--- src/design/rpat_pkg.sv ---
// shared constants, types and distance rom for the rssi proximity alert trigger
package rpat_pkg;

   // window geometry
   localparam int WINDOW_DEPTH = 8;
   localparam int HALF_DEPTH   = WINDOW_DEPTH / 2;
   localparam int PTR_W        = $clog2(WINDOW_DEPTH);
   localparam int CNT_W        = $clog2(WINDOW_DEPTH + 1);
   localparam int SUM_W        = $clog2(WINDOW_DEPTH) + 9;
   localparam int MAG_W        = SUM_W - 1;
   localparam int BIT_W        = $clog2(MAG_W);

   // field widths
   localparam int RSSI_W  = 8;
   localparam int TIME_W  = 32;
   localparam int DIST_W  = 20;
   localparam int CM_W    = 16;
   localparam int CONF_W  = 4;
   localparam int MODE_W  = 2;
   localparam int CSR_IDX_W  = 3;
   localparam int CSR_DATA_W = 32;

   // distance rom: one entry per negative average, indexed by -avg-1
   localparam int ROM_W     = 23;
   localparam int ROM_DEPTH = 128;
   localparam int ROM_IDX_W = $clog2(ROM_DEPTH);
   localparam logic [ROM_W-1:0] CONTACT_OFFSET = ROM_W'(16);
   localparam longint unsigned DIST_SCALE = 64'd10000000000;
   localparam longint unsigned DIST_ROUND = 64'd5000000000;
   localparam longint unsigned DIST_GAIN  = 64'd1600;

   typedef longint unsigned frac_tab_type [18];
   typedef longint unsigned ten_tab_type [8];
   typedef logic [ROM_W-1:0] dist_rom_type [ROM_DEPTH];

   localparam frac_tab_type POW_FRAC = '{
      64'd1000000, 64'd1136464, 64'd1291550, 64'd1467799, 64'd1668101, 64'd1895736,
      64'd2154435, 64'd2448437, 64'd2782559, 64'd3162278, 64'd3593814, 64'd4084239,
      64'd4641589, 64'd5274997, 64'd5994843, 64'd6812921, 64'd7742637, 64'd8799226
   };
   localparam ten_tab_type POW_TEN = '{
      64'd1, 64'd10, 64'd100, 64'd1000, 64'd10000, 64'd100000, 64'd1000000, 64'd10000000
   };

   // log-distance law, worked out at elaboration
   function automatic dist_rom_type build_dist_rom();
      dist_rom_type rom;
      longint unsigned v;
      int m;
      int e;
      int j;
      for (int idx = 0; idx < ROM_DEPTH; idx++) begin
         m = idx + 8;
         e = m / 18;
         j = m % 18;
         if (e > 7) begin
            e = 7;
         end
         v = (DIST_GAIN * POW_FRAC[j] * POW_TEN[e] + DIST_ROUND) / DIST_SCALE;
         rom[idx] = v[ROM_W-1:0];
      end
      return rom;
   endfunction

   localparam dist_rom_type DIST_ROM = build_dist_rom();

   // confidence thresholds and levels
   localparam logic signed [RSSI_W-1:0] CONF_T10 = -8'sd30;
   localparam logic signed [RSSI_W-1:0] CONF_T8  = -8'sd60;
   localparam logic signed [RSSI_W-1:0] CONF_T6  = -8'sd80;
   localparam logic signed [RSSI_W-1:0] CONF_T3  = -8'sd90;
   localparam logic [CONF_W-1:0] CONF_LVL10 = 4'd10;
   localparam logic [CONF_W-1:0] CONF_LVL8  = 4'd8;
   localparam logic [CONF_W-1:0] CONF_LVL6  = 4'd6;
   localparam logic [CONF_W-1:0] CONF_LVL3  = 4'd3;
   localparam logic [CONF_W-1:0] CONF_LVL1  = 4'd1;

   // commands and alert modes
   localparam logic CMD_SAMPLE = 1'b0;
   localparam logic CMD_EVAL   = 1'b1;
   localparam logic [MODE_W-1:0] MODE_NONE = 2'd3;

   // register map
   typedef enum logic [CSR_IDX_W-1:0] {
      CSR_TRIGGER_DIST = 3'd0,
      CSR_DELAY_EN     = 3'd1,
      CSR_DWELL        = 3'd2,
      CSR_COOLDOWN     = 3'd3,
      CSR_DURATION     = 3'd4,
      CSR_MODE         = 3'd5,
      CSR_MAX_DIST     = 3'd6
   } csr_index_type;

   // sequencer states
   typedef enum logic [3:0] {
      ST_IDLE,
      ST_SUM,
      ST_DIV_LOAD,
      ST_DIV,
      ST_ROM,
      ST_CLAMP,
      ST_RANGE,
      ST_COOL,
      ST_START,
      ST_END,
      ST_RESP
   } state_type;

endpackage

--- src/design/rpat_chan_if.sv ---
// request and response channel interfaces
interface rpat_req_if;
   logic                             valid;
   logic                             ready;
   logic                             cmd;
   logic signed [rpat_pkg::RSSI_W-1:0] rssi_dbm;
   logic [rpat_pkg::TIME_W-1:0]      now_ms;

   modport source (output valid, cmd, rssi_dbm, now_ms, input ready);
   modport sink   (input valid, cmd, rssi_dbm, now_ms, output ready);
endinterface

interface rpat_rsp_if;
   logic                               valid;
   logic                               ready;
   logic signed [rpat_pkg::RSSI_W-1:0] filtered_rssi;
   logic [rpat_pkg::DIST_W-1:0]        distance_sixteenths;
   logic [rpat_pkg::CONF_W-1:0]        confidence_tenths;
   logic                               enough_samples;
   logic                               in_range;
   logic                               alert_start;
   logic [rpat_pkg::MODE_W-1:0]        alert_drive;
   logic                               alert_on;

   modport source (output valid, filtered_rssi, distance_sixteenths, confidence_tenths,
                   enough_samples, in_range, alert_start, alert_drive, alert_on,
                   input ready);
   modport sink   (input valid, filtered_rssi, distance_sixteenths, confidence_tenths,
                   enough_samples, in_range, alert_start, alert_drive, alert_on,
                   output ready);
endinterface

--- src/design/rssi_proximity_alert_trigger.sv ---
// rssi proximity alert trigger: moving average, distance lookup and alert sequencer
//
//  channel  | direction | contents
//  req_ch   | in        | cmd, rssi_dbm, now_ms (valid/ready)
//  rsp_ch   | out       | filtered_rssi .. alert_on, one per request (valid/ready)
//  csr_*    | in        | write enable, register index, 32-bit write data
//
// a sample request passes through the window update, the divider load, the bit-serial
// divider for the average (one quotient bit a cycle), the distance rom and the clamp.
// an evaluate request passes through the range, cooldown, start and end checks; its
// three time checks share one subtract/compare.
// one request at a time: req_ch.ready is high only while idle.
// the response is held until rsp_ch.ready; synchronous active-high reset.
module rssi_proximity_alert_trigger (
   input  logic                            clock,
   input  logic                            reset,
   rpat_req_if.sink                        req_ch,
   rpat_rsp_if.source                      rsp_ch,
   input  logic                            csr_we,
   input  logic [rpat_pkg::CSR_IDX_W-1:0]  csr_index,
   input  logic [rpat_pkg::CSR_DATA_W-1:0] csr_data
);
   import rpat_pkg::*;

   state_type state_ff, state_in;

   // configuration registers
   logic [CM_W-1:0]   trig_dist_ff, trig_dist_in;
   logic              delay_en_ff, delay_en_in;
   logic [TIME_W-1:0] dwell_ff, dwell_in;
   logic [TIME_W-1:0] cooldown_ff, cooldown_in;
   logic [TIME_W-1:0] duration_ff, duration_in;
   logic [MODE_W-1:0] mode_ff, mode_in;
   logic [CM_W-1:0]   max_dist_ff, max_dist_in;

   // latched request
   logic signed [RSSI_W-1:0] rssi_ff, rssi_in;
   logic [TIME_W-1:0]        now_ff, now_in;

   // sample window
   logic signed [RSSI_W-1:0] ring [WINDOW_DEPTH];
   logic signed [RSSI_W-1:0] old_ff;
   logic [PTR_W-1:0]         wp_ff, wp_in;
   logic [CNT_W-1:0]         count_ff, count_in;
   logic signed [SUM_W-1:0]  sum_ff, sum_in;

   // divider
   logic [CNT_W-1:0]  rem_ff, rem_in;
   logic [MAG_W-1:0]  quo_ff, quo_in;
   logic              neg_ff, neg_in;
   logic [BIT_W-1:0]  bit_ff, bit_in;

   // beacon and alert state
   logic signed [RSSI_W-1:0] avg_ff, avg_in;
   logic [ROM_W-1:0]         rom_ff, rom_in;
   logic [DIST_W-1:0]        latest_ff, latest_in;
   logic                     seen_ff, seen_in;
   logic                     range_ff, range_in;
   logic [TIME_W-1:0]        range_start_ff, range_start_in;
   logic [TIME_W-1:0]        last_start_ff, last_start_in;
   logic                     alert_ff, alert_in;
   logic                     cool_ok_ff, cool_ok_in;
   logic                     skip_ff, skip_in;
   logic                     start_ff, start_in;
   logic [MODE_W-1:0]        drive_ff, drive_in;

   // shared time unit
   logic [TIME_W-1:0] t_opa, t_opb, t_diff;
   logic              t_ge;

   // combinational helpers
   logic [PTR_W:0]           wp_inc;
   logic signed [SUM_W-1:0]  rssi_ext, old_ext;
   logic [SUM_W-1:0]         sum_neg, mag_full;
   logic [CNT_W:0]           div_shift, div_diff;
   logic                     div_take;
   logic [MAG_W-1:0]         quo_next, quo_neg;
   logic [ROM_W-1:0]         rom_off;
   logic [DIST_W-1:0]        dist_cap;
   logic                     near;

   assign req_ch.ready = (state_ff == ST_IDLE);

   // response payload straight from the state registers
   assign rsp_ch.valid               = (state_ff == ST_RESP);
   assign rsp_ch.filtered_rssi       = avg_ff;
   assign rsp_ch.distance_sixteenths = latest_ff;
   assign rsp_ch.enough_samples      = (count_ff >= CNT_W'(HALF_DEPTH));
   assign rsp_ch.in_range            = range_ff;
   assign rsp_ch.alert_start         = start_ff;
   assign rsp_ch.alert_drive         = drive_ff;
   assign rsp_ch.alert_on            = alert_ff;

   // confidence from the average
   always_comb begin
      if (avg_ff >= CONF_T10) begin
         rsp_ch.confidence_tenths = CONF_LVL10;
      end else if (avg_ff >= CONF_T8) begin
         rsp_ch.confidence_tenths = CONF_LVL8;
      end else if (avg_ff >= CONF_T6) begin
         rsp_ch.confidence_tenths = CONF_LVL6;
      end else if (avg_ff >= CONF_T3) begin
         rsp_ch.confidence_tenths = CONF_LVL3;
      end else begin
         rsp_ch.confidence_tenths = CONF_LVL1;
      end
   end

   // shared wrapping subtract and compare for the time checks
   always_comb begin
      case (state_ff)
         ST_COOL: begin
            t_opa = last_start_ff;
            t_opb = cooldown_ff;
         end
         ST_START: begin
            t_opa = range_start_ff;
            t_opb = dwell_ff;
         end
         ST_END: begin
            t_opa = last_start_ff;
            t_opb = duration_ff;
         end
         default: begin
            t_opa = last_start_ff;
            t_opb = duration_ff;
         end
      endcase
   end
   assign t_diff = now_ff - t_opa;
   assign t_ge   = (t_diff >= t_opb);

   // datapath helpers
   assign wp_inc    = {1'b0, wp_ff} + (PTR_W+1)'(1);
   assign rssi_ext  = {{(SUM_W-RSSI_W){rssi_ff[RSSI_W-1]}}, rssi_ff};
   assign old_ext   = {{(SUM_W-RSSI_W){old_ff[RSSI_W-1]}}, old_ff};
   assign sum_neg   = -sum_ff;
   assign mag_full  = sum_ff[SUM_W-1] ? sum_neg : sum_ff;
   assign div_shift = {rem_ff, quo_ff[MAG_W-1]};
   assign div_diff  = div_shift - {1'b0, count_ff};
   assign div_take  = (div_shift >= {1'b0, count_ff});
   assign quo_next  = {quo_ff[MAG_W-2:0], div_take};
   assign quo_neg   = -quo_next;
   assign rom_off   = (rom_ff > CONTACT_OFFSET) ? (rom_ff - CONTACT_OFFSET) : '0;
   assign dist_cap  = {max_dist_ff, 4'b0000};
   assign near      = seen_ff && (latest_ff <= {trig_dist_ff, 4'b0000});

   // sequencer: next state and next register values
   always_comb begin
      state_in       = state_ff;
      trig_dist_in   = trig_dist_ff;
      delay_en_in    = delay_en_ff;
      dwell_in       = dwell_ff;
      cooldown_in    = cooldown_ff;
      duration_in    = duration_ff;
      mode_in        = mode_ff;
      max_dist_in    = max_dist_ff;
      rssi_in        = rssi_ff;
      now_in         = now_ff;
      wp_in          = wp_ff;
      count_in       = count_ff;
      sum_in         = sum_ff;
      rem_in         = rem_ff;
      quo_in         = quo_ff;
      neg_in         = neg_ff;
      bit_in         = bit_ff;
      avg_in         = avg_ff;
      rom_in         = rom_ff;
      latest_in      = latest_ff;
      seen_in        = seen_ff;
      range_in       = range_ff;
      range_start_in = range_start_ff;
      last_start_in  = last_start_ff;
      alert_in       = alert_ff;
      cool_ok_in     = cool_ok_ff;
      skip_in        = skip_ff;
      start_in       = start_ff;
      drive_in       = drive_ff;

      // register writes
      if (csr_we) begin
         case (csr_index)
            CSR_TRIGGER_DIST: trig_dist_in = csr_data[CM_W-1:0];
            CSR_DELAY_EN:     delay_en_in  = csr_data[0];
            CSR_DWELL:        dwell_in     = csr_data[TIME_W-1:0];
            CSR_COOLDOWN:     cooldown_in  = csr_data[TIME_W-1:0];
            CSR_DURATION:     duration_in  = csr_data[TIME_W-1:0];
            CSR_MODE:         mode_in      = csr_data[MODE_W-1:0];
            CSR_MAX_DIST:     max_dist_in  = csr_data[CM_W-1:0];
            default: ;
         endcase
      end

      case (state_ff)
         ST_IDLE: begin
            if (req_ch.valid) begin
               rssi_in  = req_ch.rssi_dbm;
               now_in   = req_ch.now_ms;
               start_in = 1'b0;
               drive_in = '0;
               skip_in  = 1'b0;
               state_in = (req_ch.cmd == CMD_EVAL) ? ST_RANGE : ST_SUM;
            end
         end
         // window update, oldest sample read the cycle before
         ST_SUM: begin
            if (count_ff >= CNT_W'(WINDOW_DEPTH)) begin
               sum_in = sum_ff - old_ext + rssi_ext;
            end else begin
               sum_in   = sum_ff + rssi_ext;
               count_in = count_ff + CNT_W'(1);
            end
            wp_in    = (wp_inc >= (PTR_W+1)'(WINDOW_DEPTH)) ? '0 : wp_inc[PTR_W-1:0];
            seen_in  = 1'b1;
            state_in = ST_DIV_LOAD;
         end
         ST_DIV_LOAD: begin
            neg_in   = sum_ff[SUM_W-1];
            quo_in   = mag_full[MAG_W-1:0];
            rem_in   = '0;
            bit_in   = BIT_W'(MAG_W - 1);
            state_in = ST_DIV;
         end
         // restoring divide of the sum magnitude by the count
         ST_DIV: begin
            rem_in = div_take ? div_diff[CNT_W-1:0] : div_shift[CNT_W-1:0];
            quo_in = quo_next;
            bit_in = bit_ff - BIT_W'(1);
            if (bit_ff == '0) begin
               avg_in   = neg_ff ? quo_neg[RSSI_W-1:0] : quo_next[RSSI_W-1:0];
               state_in = ST_ROM;
            end
         end
         ST_ROM: begin
            rom_in   = avg_ff[RSSI_W-1] ? DIST_ROM[~avg_ff[ROM_IDX_W-1:0]] : '0;
            state_in = ST_CLAMP;
         end
         // contact offset and saturation
         ST_CLAMP: begin
            latest_in = (rom_off > ROM_W'(dist_cap)) ? dist_cap : rom_off[DIST_W-1:0];
            state_in  = ST_RESP;
         end
         // range entry and exit
         ST_RANGE: begin
            if (near && !range_ff) begin
               range_in       = 1'b1;
               range_start_in = now_ff;
            end else if (!near && range_ff) begin
               range_in       = 1'b0;
               range_start_in = '0;
            end
            state_in = ST_COOL;
         end
         ST_COOL: begin
            cool_ok_in = t_ge;
            state_in   = ST_START;
         end
         // alert start after cooldown and optional dwell
         ST_START: begin
            if (range_ff && !alert_ff && cool_ok_ff && (!delay_en_ff || t_ge)) begin
               alert_in      = 1'b1;
               last_start_in = now_ff;
               if (mode_ff == MODE_NONE) begin
                  skip_in = 1'b1;
               end else begin
                  start_in = 1'b1;
                  drive_in = mode_ff;
               end
            end
            state_in = ST_END;
         end
         // alert end after duration
         ST_END: begin
            if (!skip_ff && alert_ff && t_ge) begin
               alert_in = 1'b0;
            end
            state_in = ST_RESP;
         end
         ST_RESP: begin
            if (rsp_ch.ready) begin
               state_in = ST_IDLE;
            end
         end
         default: state_in = ST_IDLE;
      endcase
   end

   // sample ring: write on window update, registered read at the write pointer
   always_ff @(posedge clock) begin
      if (state_ff == ST_SUM) begin
         ring[wp_ff] <= rssi_ff;
      end
      old_ff <= ring[wp_ff];
   end

   // control and state registers
   always_ff @(posedge clock) begin
      if (reset) begin
         state_ff       <= ST_IDLE;
         trig_dist_ff   <= CM_W'(200);
         delay_en_ff    <= 1'b0;
         dwell_ff       <= '0;
         cooldown_ff    <= '0;
         duration_ff    <= TIME_W'(5000);
         mode_ff        <= '0;
         max_dist_ff    <= CM_W'(1000);
         wp_ff          <= '0;
         count_ff       <= '0;
         sum_ff         <= '0;
         avg_ff         <= '0;
         latest_ff      <= '0;
         seen_ff        <= 1'b0;
         range_ff       <= 1'b0;
         range_start_ff <= '0;
         last_start_ff  <= '0;
         alert_ff       <= 1'b0;
         start_ff       <= 1'b0;
         drive_ff       <= '0;
         skip_ff        <= 1'b0;
      end else begin
         state_ff       <= state_in;
         trig_dist_ff   <= trig_dist_in;
         delay_en_ff    <= delay_en_in;
         dwell_ff       <= dwell_in;
         cooldown_ff    <= cooldown_in;
         duration_ff    <= duration_in;
         mode_ff        <= mode_in;
         max_dist_ff    <= max_dist_in;
         wp_ff          <= wp_in;
         count_ff       <= count_in;
         sum_ff         <= sum_in;
         avg_ff         <= avg_in;
         latest_ff      <= latest_in;
         seen_ff        <= seen_in;
         range_ff       <= range_in;
         range_start_ff <= range_start_in;
         last_start_ff  <= last_start_in;
         alert_ff       <= alert_in;
         start_ff       <= start_in;
         drive_ff       <= drive_in;
         skip_ff        <= skip_in;
      end
   end

   // working registers
   always_ff @(posedge clock) begin
      rssi_ff    <= rssi_in;
      now_ff     <= now_in;
      rem_ff     <= rem_in;
      quo_ff     <= quo_in;
      neg_ff     <= neg_in;
      bit_ff     <= bit_in;
      rom_ff     <= rom_in;
      cool_ok_ff <= cool_ok_in;
   end

endmodule
--- src/flat_wrapper.sv ---
// flat-port wrapper written by rule: the top's interface ports become plain ports
module rssi_proximity_alert_trigger_flat import rpat_pkg::*;
  (clock, reset, csr_we, csr_index, csr_data, req_ch_valid, req_ch_cmd, req_ch_rssi_dbm, req_ch_now_ms, req_ch_ready, rsp_ch_valid, rsp_ch_filtered_rssi, rsp_ch_distance_sixteenths, rsp_ch_confidence_tenths, rsp_ch_enough_samples, rsp_ch_in_range, rsp_ch_alert_start, rsp_ch_alert_drive, rsp_ch_alert_on, rsp_ch_ready);
  rpat_req_if req_ch_i ();
  rpat_rsp_if rsp_ch_i ();
  input  logic clock;
  input  logic reset;
  input  logic csr_we;
  input  logic [rpat_pkg::CSR_IDX_W-1:0] csr_index;
  input  logic [rpat_pkg::CSR_DATA_W-1:0] csr_data;
  input wire logic [$bits(req_ch_i.valid)-1:0] req_ch_valid;
  input wire logic [$bits(req_ch_i.cmd)-1:0] req_ch_cmd;
  input wire logic [$bits(req_ch_i.rssi_dbm)-1:0] req_ch_rssi_dbm;
  input wire logic [$bits(req_ch_i.now_ms)-1:0] req_ch_now_ms;
  output wire logic [$bits(req_ch_i.ready)-1:0] req_ch_ready;
  output wire logic [$bits(rsp_ch_i.valid)-1:0] rsp_ch_valid;
  output wire logic [$bits(rsp_ch_i.filtered_rssi)-1:0] rsp_ch_filtered_rssi;
  output wire logic [$bits(rsp_ch_i.distance_sixteenths)-1:0] rsp_ch_distance_sixteenths;
  output wire logic [$bits(rsp_ch_i.confidence_tenths)-1:0] rsp_ch_confidence_tenths;
  output wire logic [$bits(rsp_ch_i.enough_samples)-1:0] rsp_ch_enough_samples;
  output wire logic [$bits(rsp_ch_i.in_range)-1:0] rsp_ch_in_range;
  output wire logic [$bits(rsp_ch_i.alert_start)-1:0] rsp_ch_alert_start;
  output wire logic [$bits(rsp_ch_i.alert_drive)-1:0] rsp_ch_alert_drive;
  output wire logic [$bits(rsp_ch_i.alert_on)-1:0] rsp_ch_alert_on;
  input wire logic [$bits(rsp_ch_i.ready)-1:0] rsp_ch_ready;
  assign req_ch_i.valid = req_ch_valid;
  assign req_ch_i.cmd = req_ch_cmd;
  assign req_ch_i.rssi_dbm = req_ch_rssi_dbm;
  assign req_ch_i.now_ms = req_ch_now_ms;
  assign req_ch_ready = req_ch_i.ready;
  assign rsp_ch_valid = rsp_ch_i.valid;
  assign rsp_ch_filtered_rssi = rsp_ch_i.filtered_rssi;
  assign rsp_ch_distance_sixteenths = rsp_ch_i.distance_sixteenths;
  assign rsp_ch_confidence_tenths = rsp_ch_i.confidence_tenths;
  assign rsp_ch_enough_samples = rsp_ch_i.enough_samples;
  assign rsp_ch_in_range = rsp_ch_i.in_range;
  assign rsp_ch_alert_start = rsp_ch_i.alert_start;
  assign rsp_ch_alert_drive = rsp_ch_i.alert_drive;
  assign rsp_ch_alert_on = rsp_ch_i.alert_on;
  assign rsp_ch_i.ready = rsp_ch_ready;
  rssi_proximity_alert_trigger u_core (.clock(clock), .reset(reset), .req_ch(req_ch_i), .rsp_ch(rsp_ch_i), .csr_we(csr_we), .csr_index(csr_index), .csr_data(csr_data));
endmodule
--- config.mk ---
export PLATFORM = sky130hd
export DESIGN_NAME = rssi_proximity_alert_trigger_flat
export DESIGN_NICKNAME = d
export VERILOG_FILES = /design/src/design/rpat_pkg.sv /design/src/design/rpat_chan_if.sv /design/src/design/rssi_proximity_alert_trigger.sv /design/src/flat_wrapper.sv
export SDC_FILE = /design/constraint.sdc
export NUM_CORES = 1
export LEC_CHECK = 0
export ABC_AREA = 1
export BUFFER_PORTS_ARGS = -buffer_cell sky130_fd_sc_hd__buf_2
export CORE_MARGIN = 1
export CORE_UTILIZATION = 35
export DETAILED_ROUTE_END_ITERATION = 16
export GPL_TIMING_DRIVEN = 1
export PLACE_DENSITY = 0.51
export SYNTH_ARGS = -nofsm -noshare
export SYNTH_HDL_FRONTEND = slang
export SYNTH_SLANG_ARGS = --single-unit
export TNS_END_PERCENT = 20
--- constraint.sdc ---
create_clock -name clock -period 4.6 [get_ports clock]
set_clock_uncertainty 0.2 [all_clocks]
set_input_delay 0.92 -clock clock [delete_from_list [all_inputs] [get_ports clock]]
set_output_delay 0.92 -clock clock [all_outputs]
set_load 0.005 [all_outputs]
==> metrics.cfg <==
[timing]
fin_crit_sh_pct = 106
rsz0062_at_grt = true
setup_viol = 38
min_period_ns = 4.87
slew-limit-headroom_pct = 30.8
worst_slack_ns = -0.268
worst_pin_slew_ns = 1.04
clock.fmax_mhz = 205
maxSlewViolCount = 0
final-hold-violation-count = 0

[placed_design]
postPlaceCellArea_mm2 = 0.0257
io_buffers = 120
hpwl_mm = 56.0
gp_congestion = 0.929

[run_status]
outcome = finished, violations left
violations = negative setup slack

[setup_path]
worstReg2RegEnd = u_core.last_start_ff[15]
endpoint = u_core.last_start_ff[15]
crit_required_ns = 4.91
cp_max_fo = 8
cp_slowest_cell = ha_1
critical_path_class = flop to flop
crit_path_start = u_core.state_ff[3]
reg2reg_from = u_core.state_ff[3]
cp_common_cell = buf_4
r2r_cells = 31
crit_arrival_ns = 5.18
crit_path_start_kind = flop
endpoint_kind = flop
reg2reg_setup_slack_ns = -0.27
slowest_delay_ns = 0.35

[clock_tree]
clock_sinks = 409
ctsLongestPathBuffers = 3
clk_pin_slew_worst_paths_ns = 0.06
cts_tree = yes
cts_buffers = 48
root_buffer = clkbuf_16
h-tree-depth = 2
insertion_delay_ns = 0.60
cts_hold_buf = 0

[die]
rows = 94
initial_utilization_pct = 35.4
dieWidth_um = 260
ios = 121
die_area_mm2 = 0.0677
fp.dieH_um = 260
core-area_mm2 = 0.0659

[synth]
syn_nets = 3227
synth_edf_count = 148
yosys.area.top_type = dfxtp_1
synth_most_common_cell = nand2_1
yosys-top-cells-count = nand2_1, nor2_1, inv_1
ys_async_sr_fraction_pct = 0
yosysUniqueCellTypes = 55
ys_ff_latch = 409
synth_area_leaders = dfxtp_1, edfxtp_1, ha_1
yosysSeqAreaShare_pct = 41.4
avgSynthCellArea_um2 = 7.81
syn-cell-area_mm2 = 0.0233
synth_cells = 2988
synth_top_area_share_pct = 22.4
yosys_warnings = 0
synth-main-ff-cell = dfxtp_1

[global_route]
track_usage_pct = 22.6
grt_overflow = 0
antenna_found_initial = 6
grt_max_degree = 79
grt_pass1_vias = 20900
grt_pass1_wl_mm = 120

[hold_path]
hold_class = flop to flop

[route]
vias = 21800
viasPerCell = 5.26
drc = 0
first_iter_violations = 1740
drt-total-wl_mm = 78.3
final_antenna_net_count = 0
firstDrtPassIters = 7
wl_per_cell_um = 18.9

[layout]
nets = 3467
final_area_mm2 = 0.0286
layout-drive-gt1-share_pct = 17.7
area_delta_synth_final_pct = 22.4

[power]
p_per_area_mw_per_mm2 = 477
p_leak_uw = 0.0118
ir_worst_vdd_v = 0.000291
total_power_uw = 13600

[run]
drv_cap = 0

per-stage QoR:
step	hold WS [ns]	utilization [%]	cells	setup slack, ns	setup TNS (ns)
CTS	0.263	42.6	4120	-0.147	-3.18
global placement	0.241	39.0	3991	-0.274	-9.48
global route	0.274	43.3	4132	-0.477	-15.32
finish	0.261	43.4	4135	-0.268	-6.77
floorplan	0.229	-	2988	0.0538	0
detailed placement	0.249	39.0	3991	-0.342	-11.55
critical path: cells and delay by family (launching register included):
family,cells,cell delay (ns)
AOI/OAI and AO/OA,5,0.63
xor gates and xnor gates,1,0.14
adders and majority gates,2,0.68
buffers and inverters,11,1.36
DFF,1,0.33
muxes,1,0.09
and+or+nand+nor,11,1.36
routing by layer:
layer / part of all wire, % / GRT usage [%] / up-vias / wire length (um)
met1: 44 / 30.4 / 10400 / 34600
li1: - / - / 10600 / -
met3: 5.7 / 3.26 / 129 / 4460
met4: 2.6 / 7.28 / 6 / 2060
met2: 47 / 37.0 / 602 / 37100
met5: 0.034 / 0 / - / 27
worst min-delay path by stage:
| stage | startpoint | end | slack (ns) | depth (start not counted) |
|---|---|---|---|---|
| 5_1_grt | req_ch_now_ms[13] | u_core.now_ff[13] | 0.27 | 1 |
| 3_5_place_dp | u_core.duration_ff[12] | u_core.duration_ff[12] | 0.25 | 2 |
| 2_1_floorplan | u_core.duration_ff[12] | u_core.duration_ff[12] | 0.23 | 2 |
| 4_1_cts | u_core.last_start_ff[14] | u_core.last_start_ff[14] | 0.26 | 2 |
| 6_report | u_core.trig_dist_ff[1] | u_core.trig_dist_ff[1] | 0.26 | 2 |
| 3_3_place_gp | u_core.duration_ff[3] | u_core.duration_ff[3] | 0.24 | 2 |
placed cells by master (no fill, tap or decap), types with 9 or more instances in the layout:
| cell | n |
|---|---|
| a21oi_1 | 246 |
| a21oi_2 | 42 |
| a22o_1 | 33 |
| a31oi_1 | 25 |
| buf_2 | 119 |
| buf_4 | 177 |
| buf_6 | 15 |
| clkbuf_1 | 18 |
| clkbuf_16 | 51 |
| dfxtp_1 | 257 |
| edfxtp_1 | 148 |
| fa_1 | 13 |
| ha_1 | 139 |
| inv_1 | 300 |
| inv_2 | 11 |
| mux2i_1 | 28 |
| nand2_1 | 416 |
| nand2_2 | 19 |
| nand3_1 | 138 |
| nand3_2 | 34 |
| nand4_1 | 19 |
| nor2_1 | 412 |
| nor2_2 | 18 |
| nor3_1 | 33 |
| o2111ai_1 | 10 |
| o211ai_1 | 35 |
| o21ai_0 | 266 |
| o21bai_1 | 9 |
| o221ai_1 | 14 |
| xnor2_1 | 23 |
| xor2_1 | 43 |
kinds of logic (layout without fill, tap and decap cells):
group	after synthesis	in the layout	synth area share (%)
XOR/XNOR	66	66	2.48
flip-flops	409	409	41.4
AND/OR/NAND/NOR	1133	1133	20.5
other	0	4	0
buffers and inverters	450	729	7.47
adder cells (fa/ha/maj)	158	158	8.92
multiplexers	30	30	1.29
AO/OA/AOI/OAI	742	742	17.9
state kept, by name, indices dropped and copies added (netlist names), 2 cells and up:
| signal | cells |
|---|---|
| u_core.state_ff | 4 |
| u_core.old_ff | 8 |
| u_core.rsp_ch.filtered_rssi | 8 |
| u_core.cooldown_ff | 32 |
| u_core.rem_ff | 4 |
| u_core.wp_ff | 3 |
| u_core.rsp_ch.alert_drive | 2 |
| u_core.last_start_ff | 32 |
| u_core.range_start_ff | 32 |
| u_core.rsp_ch.distance_sixteenths | 20 |
| u_core.bit_ff | 4 |
| u_core.sum_ff | 12 |
| u_core.count_ff | 4 |
| u_core.ring | 64 |
| u_core.trig_dist_ff | 16 |
| u_core.duration_ff | 32 |
| u_core.max_dist_ff | 16 |
| u_core.dwell_ff | 32 |
| u_core.now_ff | 32 |
| u_core.rom_ff | 23 |
| u_core.quo_ff | 11 |
| u_core.rssi_ff | 8 |
| u_core.mode_ff | 2 |
timing repair:
| action | 4_1_cts | 5_1_grt |
|---|---|---|
| setup buffers | 36 | 11 |
| resized for setup | 106 | 95 |
| cloned | 5 | 1 |
| endpoints found under the setup margin | 37 | 38 |
| pin swaps | 46 | 55 |
where the power goes:
group / total [uW] / internal [uW] / leakage, uW / switching [uW]
Clock: 3760 / 2240 / 0.000772 / 1510
Sequential: 4670 / 4280 / 0.00348 / 393
Combinational: 5190 / 2090 / 0.00759 / 3100
final cells by class:
type	instances	area, um^2
clock inverters	12	149
diodes	4	10.0
well taps	864	1080
repair buffers	322	2350
fillers	6654	37300
multi-input cells	2129	12700
inverters	318	1200
clock buffers	77	1430
flip-flops and latches	409	9670
No activity file was read; power rests on OpenSTA's default activity.
